`src/hdl/cidt_pkg.sv`:
```
// Shared types, widths and codes of the CAN identifier dispatch table.
`default_nettype none
package cidt_pkg;

   localparam int ENTRIES = 16;

   localparam int ID_W  = 29;
   localparam int LEN_W = 30;
   localparam int HND_W = 8;
   localparam int CMD_W = 2;
   localparam int KIND_W = 2;

   localparam logic [CMD_W-1:0] CMD_LOOKUP    = 2'd0;
   localparam logic [CMD_W-1:0] CMD_ADD_EXACT = 2'd1;
   localparam logic [CMD_W-1:0] CMD_ADD_RANGE = 2'd2;

   localparam logic [KIND_W-1:0] MATCH_NONE    = 2'd0;
   localparam logic [KIND_W-1:0] MATCH_EXACT   = 2'd1;
   localparam logic [KIND_W-1:0] MATCH_RANGE   = 2'd2;
   localparam logic [KIND_W-1:0] MATCH_DEFAULT = 2'd3;

   localparam logic STATUS_OK   = 1'b0;
   localparam logic STATUS_FULL = 1'b1;

   localparam logic CSR_DEFAULT_ENABLE  = 1'b0;
   localparam logic CSR_DEFAULT_HANDLER = 1'b1;

   typedef struct packed {
      logic [CMD_W-1:0] cmd;
      logic [ID_W-1:0]  can_id;
      logic [LEN_W-1:0] range_len;
      logic [HND_W-1:0] handler;
   } req_type;

   typedef struct packed {
      logic              status;
      logic [KIND_W-1:0] match_kind;
      logic [HND_W-1:0]  handler_out;
   } rsp_type;

   typedef struct packed {
      logic             enable;
      logic [HND_W-1:0] handler;
   } cfg_type;

   typedef struct packed {
      logic [ID_W-1:0]  id;
      logic [HND_W-1:0] handler;
   } exact_entry_type;

   typedef struct packed {
      logic [ID_W-1:0]  start;
      logic [LEN_W-1:0] len;
      logic [HND_W-1:0] handler;
   } range_entry_type;

endpackage
`default_nettype wire

```
`src/hdl/cidt_table.sv`:
```
// Append-only entry table: synchronous memory with a fill count.
`default_nettype none
module cidt_table #(
   parameter int ENTRIES = cidt_pkg::ENTRIES,
   parameter int WIDTH = 1,
   localparam int AW = (ENTRIES > 1) ? $clog2(ENTRIES) : 1,
   localparam int CW = $clog2(ENTRIES + 1)
) (
   input  wire logic             clock,
   input  wire logic             reset,
   input  wire logic             wr_en,
   input  wire logic [WIDTH-1:0] wr_data,
   input  wire logic [AW-1:0]    rd_addr,
   output logic      [WIDTH-1:0] rd_data,
   output logic      [CW-1:0]    count
);

   logic [WIDTH-1:0] mem [ENTRIES];
   logic [WIDTH-1:0] rd_data_ff;
   logic [CW-1:0]    count_ff;
   logic [CW-1:0]    count_in;

   always_comb begin
      count_in = count_ff;
      if (wr_en) begin
         count_in = count_ff + CW'(1);
      end
   end

   always_ff @(posedge clock) begin
      if (reset) begin
         count_ff <= '0;
      end else begin
         count_ff <= count_in;
      end
   end

   always_ff @(posedge clock) begin
      if (wr_en) begin
         mem[count_ff[AW-1:0]] <= wr_data;
      end
      rd_data_ff <= mem[rd_addr];
   end

   assign rd_data = rd_data_ff;
   assign count   = count_ff;

endmodule
`default_nettype wire

```
`src/hdl/cidt_scan.sv`:
```
// Command sequencer: appends entries, scans both tables and holds the result register.
`default_nettype none
module cidt_scan #(
   parameter int ENTRIES = cidt_pkg::ENTRIES,
   localparam int AW = (ENTRIES > 1) ? $clog2(ENTRIES) : 1,
   localparam int CW = $clog2(ENTRIES + 1)
) (
   input  wire logic                       clock,
   input  wire logic                       reset,
   input  wire logic                       req_valid,
   output logic                            req_ready,
   input  wire cidt_pkg::req_type          req_data,
   output logic                            rsp_valid,
   input  wire logic                       rsp_ready,
   output cidt_pkg::rsp_type               rsp_data,
   input  wire cidt_pkg::cfg_type          cfg,
   input  wire logic [CW-1:0]              exact_count,
   input  wire logic [CW-1:0]              range_count,
   output logic                            exact_wr,
   output logic                            range_wr,
   output cidt_pkg::exact_entry_type       exact_wr_data,
   output cidt_pkg::range_entry_type       range_wr_data,
   output logic [AW-1:0]                   rd_addr,
   input  wire cidt_pkg::exact_entry_type  exact_rd,
   input  wire cidt_pkg::range_entry_type  range_rd
);

   typedef enum logic [3:0] {
      S_IDLE  = 4'b0001,
      S_EXACT = 4'b0010,
      S_RANGE = 4'b0100,
      S_DONE  = 4'b1000
   } state_type;

   state_type         state_ff, state_in;
   logic [CW-1:0]     idx_ff, idx_in;
   logic              pend_ff, pend_in;
   logic              rsp_valid_ff, rsp_valid_in;
   cidt_pkg::req_type req_ff, req_in;
   cidt_pkg::rsp_type res_ff, res_in;
   cidt_pkg::rsp_type rsp_data_ff, rsp_data_in;

   logic                       accept;
   logic                       exact_full;
   logic                       range_full;
   logic                       issue_exact;
   logic                       issue_range;
   logic                       exact_hit;
   logic                       range_hit;
   logic [cidt_pkg::LEN_W-1:0] offset;
   logic                       slot_free;

   assign req_ready   = (state_ff == S_IDLE);
   assign accept      = req_valid && req_ready;
   assign exact_full  = (exact_count == CW'(ENTRIES));
   assign range_full  = (range_count == CW'(ENTRIES));
   assign issue_exact = (idx_ff < exact_count);
   assign issue_range = (idx_ff < range_count);
   assign rd_addr     = idx_ff[AW-1:0];
   assign slot_free   = !rsp_valid_ff || rsp_ready;

   assign exact_wr = accept && (req_data.cmd == cidt_pkg::CMD_ADD_EXACT) && !exact_full;
   assign range_wr = accept && (req_data.cmd == cidt_pkg::CMD_ADD_RANGE) && !range_full;
   assign exact_wr_data.id      = req_data.can_id;
   assign exact_wr_data.handler = req_data.handler;
   assign range_wr_data.start   = req_data.can_id;
   assign range_wr_data.len     = req_data.range_len;
   assign range_wr_data.handler = req_data.handler;

   assign exact_hit = (exact_rd.id == req_ff.can_id);
   assign offset    = cidt_pkg::LEN_W'(req_ff.can_id) - cidt_pkg::LEN_W'(range_rd.start);
   assign range_hit = (req_ff.can_id >= range_rd.start) && (offset < range_rd.len);

   always_comb begin
      state_in     = state_ff;
      idx_in       = idx_ff;
      pend_in      = pend_ff;
      req_in       = req_ff;
      res_in       = res_ff;
      rsp_valid_in = rsp_valid_ff;
      rsp_data_in  = rsp_data_ff;
      if (rsp_valid_ff && rsp_ready) begin
         rsp_valid_in = 1'b0;
      end
      unique case (state_ff)
         S_IDLE: begin
            if (accept) begin
               req_in  = req_data;
               idx_in  = '0;
               pend_in = 1'b0;
               res_in  = '0;
               unique case (req_data.cmd)
                  cidt_pkg::CMD_LOOKUP: begin
                     state_in = S_EXACT;
                  end
                  cidt_pkg::CMD_ADD_EXACT: begin
                     res_in.status = exact_full ? cidt_pkg::STATUS_FULL : cidt_pkg::STATUS_OK;
                     state_in      = S_DONE;
                  end
                  cidt_pkg::CMD_ADD_RANGE: begin
                     res_in.status = range_full ? cidt_pkg::STATUS_FULL : cidt_pkg::STATUS_OK;
                     state_in      = S_DONE;
                  end
                  default: begin
                     state_in = S_DONE;
                  end
               endcase
            end
         end
         S_EXACT: begin
            if (pend_ff && exact_hit) begin
               res_in.match_kind  = cidt_pkg::MATCH_EXACT;
               res_in.handler_out = exact_rd.handler;
               state_in           = S_DONE;
            end else if (!issue_exact) begin
               idx_in   = '0;
               pend_in  = 1'b0;
               state_in = S_RANGE;
            end else begin
               idx_in  = idx_ff + CW'(1);
               pend_in = 1'b1;
            end
         end
         S_RANGE: begin
            if (pend_ff && range_hit) begin
               res_in.match_kind  = cidt_pkg::MATCH_RANGE;
               res_in.handler_out = range_rd.handler;
               state_in           = S_DONE;
            end else if (!issue_range) begin
               if (cfg.enable) begin
                  res_in.match_kind  = cidt_pkg::MATCH_DEFAULT;
                  res_in.handler_out = cfg.handler;
               end
               state_in = S_DONE;
            end else begin
               idx_in  = idx_ff + CW'(1);
               pend_in = 1'b1;
            end
         end
         S_DONE: begin
            if (slot_free) begin
               rsp_valid_in = 1'b1;
               rsp_data_in  = res_ff;
               state_in     = S_IDLE;
            end
         end
         default: begin
            state_in = S_IDLE;
         end
      endcase
   end

   always_ff @(posedge clock) begin
      if (reset) begin
         state_ff     <= S_IDLE;
         idx_ff       <= '0;
         pend_ff      <= 1'b0;
         rsp_valid_ff <= 1'b0;
      end else begin
         state_ff     <= state_in;
         idx_ff       <= idx_in;
         pend_ff      <= pend_in;
         rsp_valid_ff <= rsp_valid_in;
      end
   end

   always_ff @(posedge clock) begin
      req_ff      <= req_in;
      res_ff      <= res_in;
      rsp_data_ff <= rsp_data_in;
   end

   assign rsp_valid = rsp_valid_ff;
   assign rsp_data  = rsp_data_ff;

endmodule
`default_nettype wire

```
`src/hdl/can_id_dispatch_table.sv`:
```
// Top level of the CAN identifier dispatch table.
//
// req channel (valid/ready): one command per transfer: lookup an identifier,
// add an exact-identifier entry or add a range entry. rsp channel
// (valid/ready): one result per command, in command order.
// csr port: csr_write with csr_index 0 sets default_enable, index 1 sets
// default_handler; write only while no command is in flight.
// An add goes straight to the done state, which raises rsp_valid once the
// rsp register is free. A lookup scans the exact table and then the range
// table one entry per cycle through the memory read port and stops on a
// hit; the done state then raises rsp_valid the same way, and req_ready
// returns in the same cycle as rsp_valid. One command is in flight at a
// time; req_ready is high whenever the sequencer is idle.
// Reset empties both tables at once through their fill counts and clears
// the default handler registers; there is no clearing pass.
// A result waiting in the rsp register does not block the next command;
// if the receiver stalls, the following result holds in the sequencer
// until the rsp register frees.
`default_nettype none
module can_id_dispatch_table #(
   parameter int ENTRIES = cidt_pkg::ENTRIES
) (
   input  wire logic                       clock,
   input  wire logic                       reset,
   input  wire logic                       req_valid,
   output logic                            req_ready,
   input  wire cidt_pkg::req_type          req_data,
   output logic                            rsp_valid,
   input  wire logic                       rsp_ready,
   output cidt_pkg::rsp_type               rsp_data,
   input  wire logic                       csr_write,
   input  wire logic                       csr_index,
   input  wire logic [cidt_pkg::HND_W-1:0] csr_wdata
);

   localparam int AW = (ENTRIES > 1) ? $clog2(ENTRIES) : 1;
   localparam int CW = $clog2(ENTRIES + 1);

   cidt_pkg::cfg_type         cfg_ff, cfg_in;
   logic [CW-1:0]             exact_count;
   logic [CW-1:0]             range_count;
   logic                      exact_wr;
   logic                      range_wr;
   cidt_pkg::exact_entry_type exact_wr_data;
   cidt_pkg::range_entry_type range_wr_data;
   cidt_pkg::exact_entry_type exact_rd;
   cidt_pkg::range_entry_type range_rd;
   logic [AW-1:0]             rd_addr;

   always_comb begin
      cfg_in = cfg_ff;
      if (csr_write) begin
         unique case (csr_index)
            cidt_pkg::CSR_DEFAULT_ENABLE:  cfg_in.enable  = csr_wdata[0];
            cidt_pkg::CSR_DEFAULT_HANDLER: cfg_in.handler = csr_wdata;
            default: cfg_in = cfg_ff;
         endcase
      end
   end

   always_ff @(posedge clock) begin
      if (reset) begin
         cfg_ff <= '0;
      end else begin
         cfg_ff <= cfg_in;
      end
   end

   cidt_table #(
      .ENTRIES (ENTRIES),
      .WIDTH   ($bits(cidt_pkg::exact_entry_type))
   ) u_exact (
      .clock   (clock),
      .reset   (reset),
      .wr_en   (exact_wr),
      .wr_data (exact_wr_data),
      .rd_addr (rd_addr),
      .rd_data (exact_rd),
      .count   (exact_count)
   );

   cidt_table #(
      .ENTRIES (ENTRIES),
      .WIDTH   ($bits(cidt_pkg::range_entry_type))
   ) u_range (
      .clock   (clock),
      .reset   (reset),
      .wr_en   (range_wr),
      .wr_data (range_wr_data),
      .rd_addr (rd_addr),
      .rd_data (range_rd),
      .count   (range_count)
   );

   cidt_scan #(
      .ENTRIES (ENTRIES)
   ) u_scan (
      .clock         (clock),
      .reset         (reset),
      .req_valid     (req_valid),
      .req_ready     (req_ready),
      .req_data      (req_data),
      .rsp_valid     (rsp_valid),
      .rsp_ready     (rsp_ready),
      .rsp_data      (rsp_data),
      .cfg           (cfg_ff),
      .exact_count   (exact_count),
      .range_count   (range_count),
      .exact_wr      (exact_wr),
      .range_wr      (range_wr),
      .exact_wr_data (exact_wr_data),
      .range_wr_data (range_wr_data),
      .rd_addr       (rd_addr),
      .exact_rd      (exact_rd),
      .range_rd      (range_rd)
   );

endmodule
`default_nettype wire

```
`config.mk`:
```
export PLATFORM = sky130hd
export DESIGN_NAME = can_id_dispatch_table
export DESIGN_NICKNAME = d
export VERILOG_FILES = /design/src/hdl/cidt_pkg.sv /design/src/hdl/cidt_table.sv /design/src/hdl/cidt_scan.sv /design/src/hdl/can_id_dispatch_table.sv
export SDC_FILE = /design/constraint.sdc
export NUM_CORES = 2
export LEC_CHECK = 0
export BUFFER_PORTS_ARGS = -buffer_cell sky130_fd_sc_hd__buf_2
export CORE_UTILIZATION = 50
export CTS_BUF_LIST = sky130_fd_sc_hd__clkbuf_4
export DETAILED_ROUTE_END_ITERATION = 16
export GPL_TIMING_DRIVEN = 0
export MAX_ROUTING_LAYER = met4
export PLACE_DENSITY = 0.72
export SLEW_MARGIN = 10
export SYNTH_ARGS = -nofsm -noshare
export SYNTH_HDL_FRONTEND = slang
export SYNTH_SLANG_ARGS = --single-unit
```
`constraint.sdc`:
```
create_clock -name clock -period 6.7 [get_ports clock]
set_input_delay 0.335 -clock clock [delete_from_list [all_inputs] [get_ports clock]]
set_output_delay 0.335 -clock clock [all_outputs]
set_load 0.1 [all_outputs]
```
==> metrics <==
DR vias 36.52k; Largest stage delay, worst path 790 ps; TritonRoute pass-1 iters 5; sequential fraction of the synthesis area 0.7680; CP required 7660 ps; DRC 0; CP Max Fanout 10; number of cells on the critical path 19; Post-Route Skew 115.2 ps; Reg clk slew, reported paths 70 ps; Buf/Inv on CP 2; grt ovf 0; number of CTS-inserted buffers 450; synth top area cells edfxtp_1 (73%), mux4_2 (17%), dfxtp_1 (3.8%); Setup TNS 0 ps; number of distinct library cells after synthesis 62; FMAX about 160 MHz; Clock Sinks 1849; count of state elements after synthesis 1849; RSZ-0062 raised after global routing no; CP top delay family compound AO/OA/AOI/OAI gates; count of warnings emitted by yosys 0; Vias per Instance 5.896; max cap viols 0; Final Setup Violations 0; GPL Wtd Cong 0.8922; post-synthesis cell area 0.07055 sq mm; Buffers on Ports 92; commonest non-fill, non-tap cell in the layout edfxtp_1; syn_nets 3297; min cycle time layout 6427 ps; CP Capture Type flop; top cell type's share of synthesized area 0.7300; Data arrival, critical path between 7000 and 8000 ps; Area Growth Syn to Fin 17.63%; layout cells sized above 1 0.3456; Hold Path Stages 2; FFs w/ async S/R, synth 0; core area 0.1397 sq mm; Antenna Nets Post-Route 0; final slew viol count 0; Crit Path Class flop to flop; Slew @ Worst Pin 1401 ps; Worst R2R Setup Slack 270 ps; Slew headroom 0.06593; # nets final ~4k; top_reg_cell synth edfxtp_1; r2r startpoint u_scan.req_ff[42]; final hold vios 0; wire length per cell 27.68 um; num ports between 90 and 100; fin area 0.08298 sq mm; largest family of logic cells by synthesized area multiplexers; post-synthesis mux area share 0.1677; initial DRC count 4285; post-synthesis simple-gate area fraction 0.01596; root buf cell clkbuf_4; min setup slack post-route approximately 270 ps; Post-Syn Instances 3135; period utilisation layout 0.9593; Post-Route WL 171400 um; Worst Hold End u_range.mem[2][45]; Worst R2R End u_scan.res_ff[5]; Filler cells 9826; H-Tree Depth 5; Setup Fix Bufs, Post-CTS 0; most used cell, CP a21oi_1; initial core utilization 0.5050; P_leak 26.65 nW; All-Layer GR Usage 0.2536; Cell Rows between 100 and 150; min-delay worst type primary input to flop; crit path launch type flop; die width 377.6 um; post-DP HPWL roughly 110000 um; largest net degree at the start of global routing 34; first-pass GRT wire length 249600 um; total power 22.84 mW; initial antenna violation count 6; Die H 377.6 um; XOR/XNOR Fraction of Synth Area 0.007697; Avg Inst Size Synth ~23 sq um; TritonCTS clock tree done; clk_lat worst skew 1350 ps; worst-case clock buffer depth 4; post-synthesis adder-cell area fraction 0.01412; Max VDD drop approximately 0.17 mV; outcome finished clean; post-synth top area cell edfxtp_1; crit-path cells ha_1, o211ai_1, a21oi_1, o41ai_1, o21a_1, o21bai_1, a21oi_1, nor2_1, o311ai_0, ha_1, a21oi_1, o21ai_0, a221oi_1, o311ai_2, nor3_1, buf_2, a211oi_1, nor4_2, buf_4; commonest non-fill, non-tap cells in the layout edfxtp_1 (1715), clkbuf_4 (674), mux4_2 (520); DP Area about 0.076 sq mm; compound-cell area share of the yosys netlist 0.01426; vias in the first global route 37.48k; hold_sp req_data[45]; Post-synth EDFFs roughly 1.7k; Pwr Density approximately 280 mW/mm^2; worst slack at placement 318.0 ps; Worst path slowest cell o41ai_1; die area 0.1426 sq mm; reg2reg path depth 19
## kinds of logic after synthesis
| logic type | after synthesis |
|---|---|
| DFF | 1849 |
| muxes | 532 |
| and+or+nand+nor | 235 |
| buffers and inverters | 222 |
| AOI/OAI and AO/OA | 156 |
| adders and majority gates | 79 |
| xor gates and xnor gates | 62 |
## flip-flops by register name, summed over array words and instances, names as in the netlist
signal            flops
cfg_ff                9
u_exact.count         5
u_exact.mem         592
u_exact.rd_data      37
u_range.count         5
u_range.mem        1072
u_range.rd_data      67
u_scan.idx_ff         5
u_scan.pend_ff        1
u_scan.req_ff        29
u_scan.res_ff        11
u_scan.rsp_data      11
u_scan.rsp_valid      1
u_scan.state_ff       4
## layer usage
metal  global-route usage  share of wire  up-vias
met5                    -              0        -
met4              0.08199          0.027        0
met2               0.3881           0.48     2132
met3              0.05477          0.097      299
met1               0.3423           0.39    18964
li1                     -              -    15123
## Yosys cell counts, drive strengths merged, types with 16 or more instances
cell,number
a21oi,54
nand3,27
inv,87
ha,78
edfxtp,1715
nand4,17
nor2,72
dfxtp,134
clkbuf,93
mux4,520
o21ai,33
nand2,59
xnor2,55
buf,42
nor3,16
## how the worst max path moves through the flow
stage	endpoint	slack [ps]	start
6_report	u_scan.res_ff[5]	270	u_scan.req_ff[42]
3_3_place_gp	u_range.mem[15][31]	-3110	u_scan.state_ff[1]
2_1_floorplan	u_range.mem[15][0]	530	u_scan.state_ff[1]
4_1_cts	u_scan.res_ff[7]	270	u_scan.req_ff[40]
5_1_grt	u_scan.res_ff[7]	100	u_range.rd_data[42]
3_5_place_dp	u_scan.res_ff[8]	320	u_scan.req_ff[40]
## what timing repair did
item | 4_1_cts | 5_1_grt
setup endpoints to repair | 0 | 1
gates resized for setup | 0 | 1
hold endpoints to repair | 1769 | 0
hold buffers | 164 | 0
## final cells by class
type                       count  area [sq um]  area share
sequential                  1849         54180      0.6529
timing repair buffer         358          4051     0.04882
clock buffer                 674          5060     0.06098
tap                         1876          2347     0.02829
buffer                       135         543.0    0.006544
inverter                      87         326.6    0.003935
multi-input combinational   1064         15770      0.1900
antenna                        7         17.52   0.0002111
clock inverter               144         689.4    0.008308
## where the power goes
part           total, mW  switching, mW  leakage (nW)  internal [mW]
combinational      0.924          0.593          6.65          0.331
sequential          12.8         0.0722          16.6           12.7
clock               9.13           4.38          3.43           4.75
total               22.8           5.04          26.6           17.8
## stage by stage
step	util	cells	hold slack, ps
4_1_cts	0.5938	6187	0.7085
5_1_grt	0.5940	6192	52.71
3_3_place_gp	0.5252	5103	408.9
2_1_floorplan	-	3135	400.3
6_report	0.5940	6194	143.5
3_5_place_dp	0.5409	5205	406.3
Power figures use the tool's default switching activity.
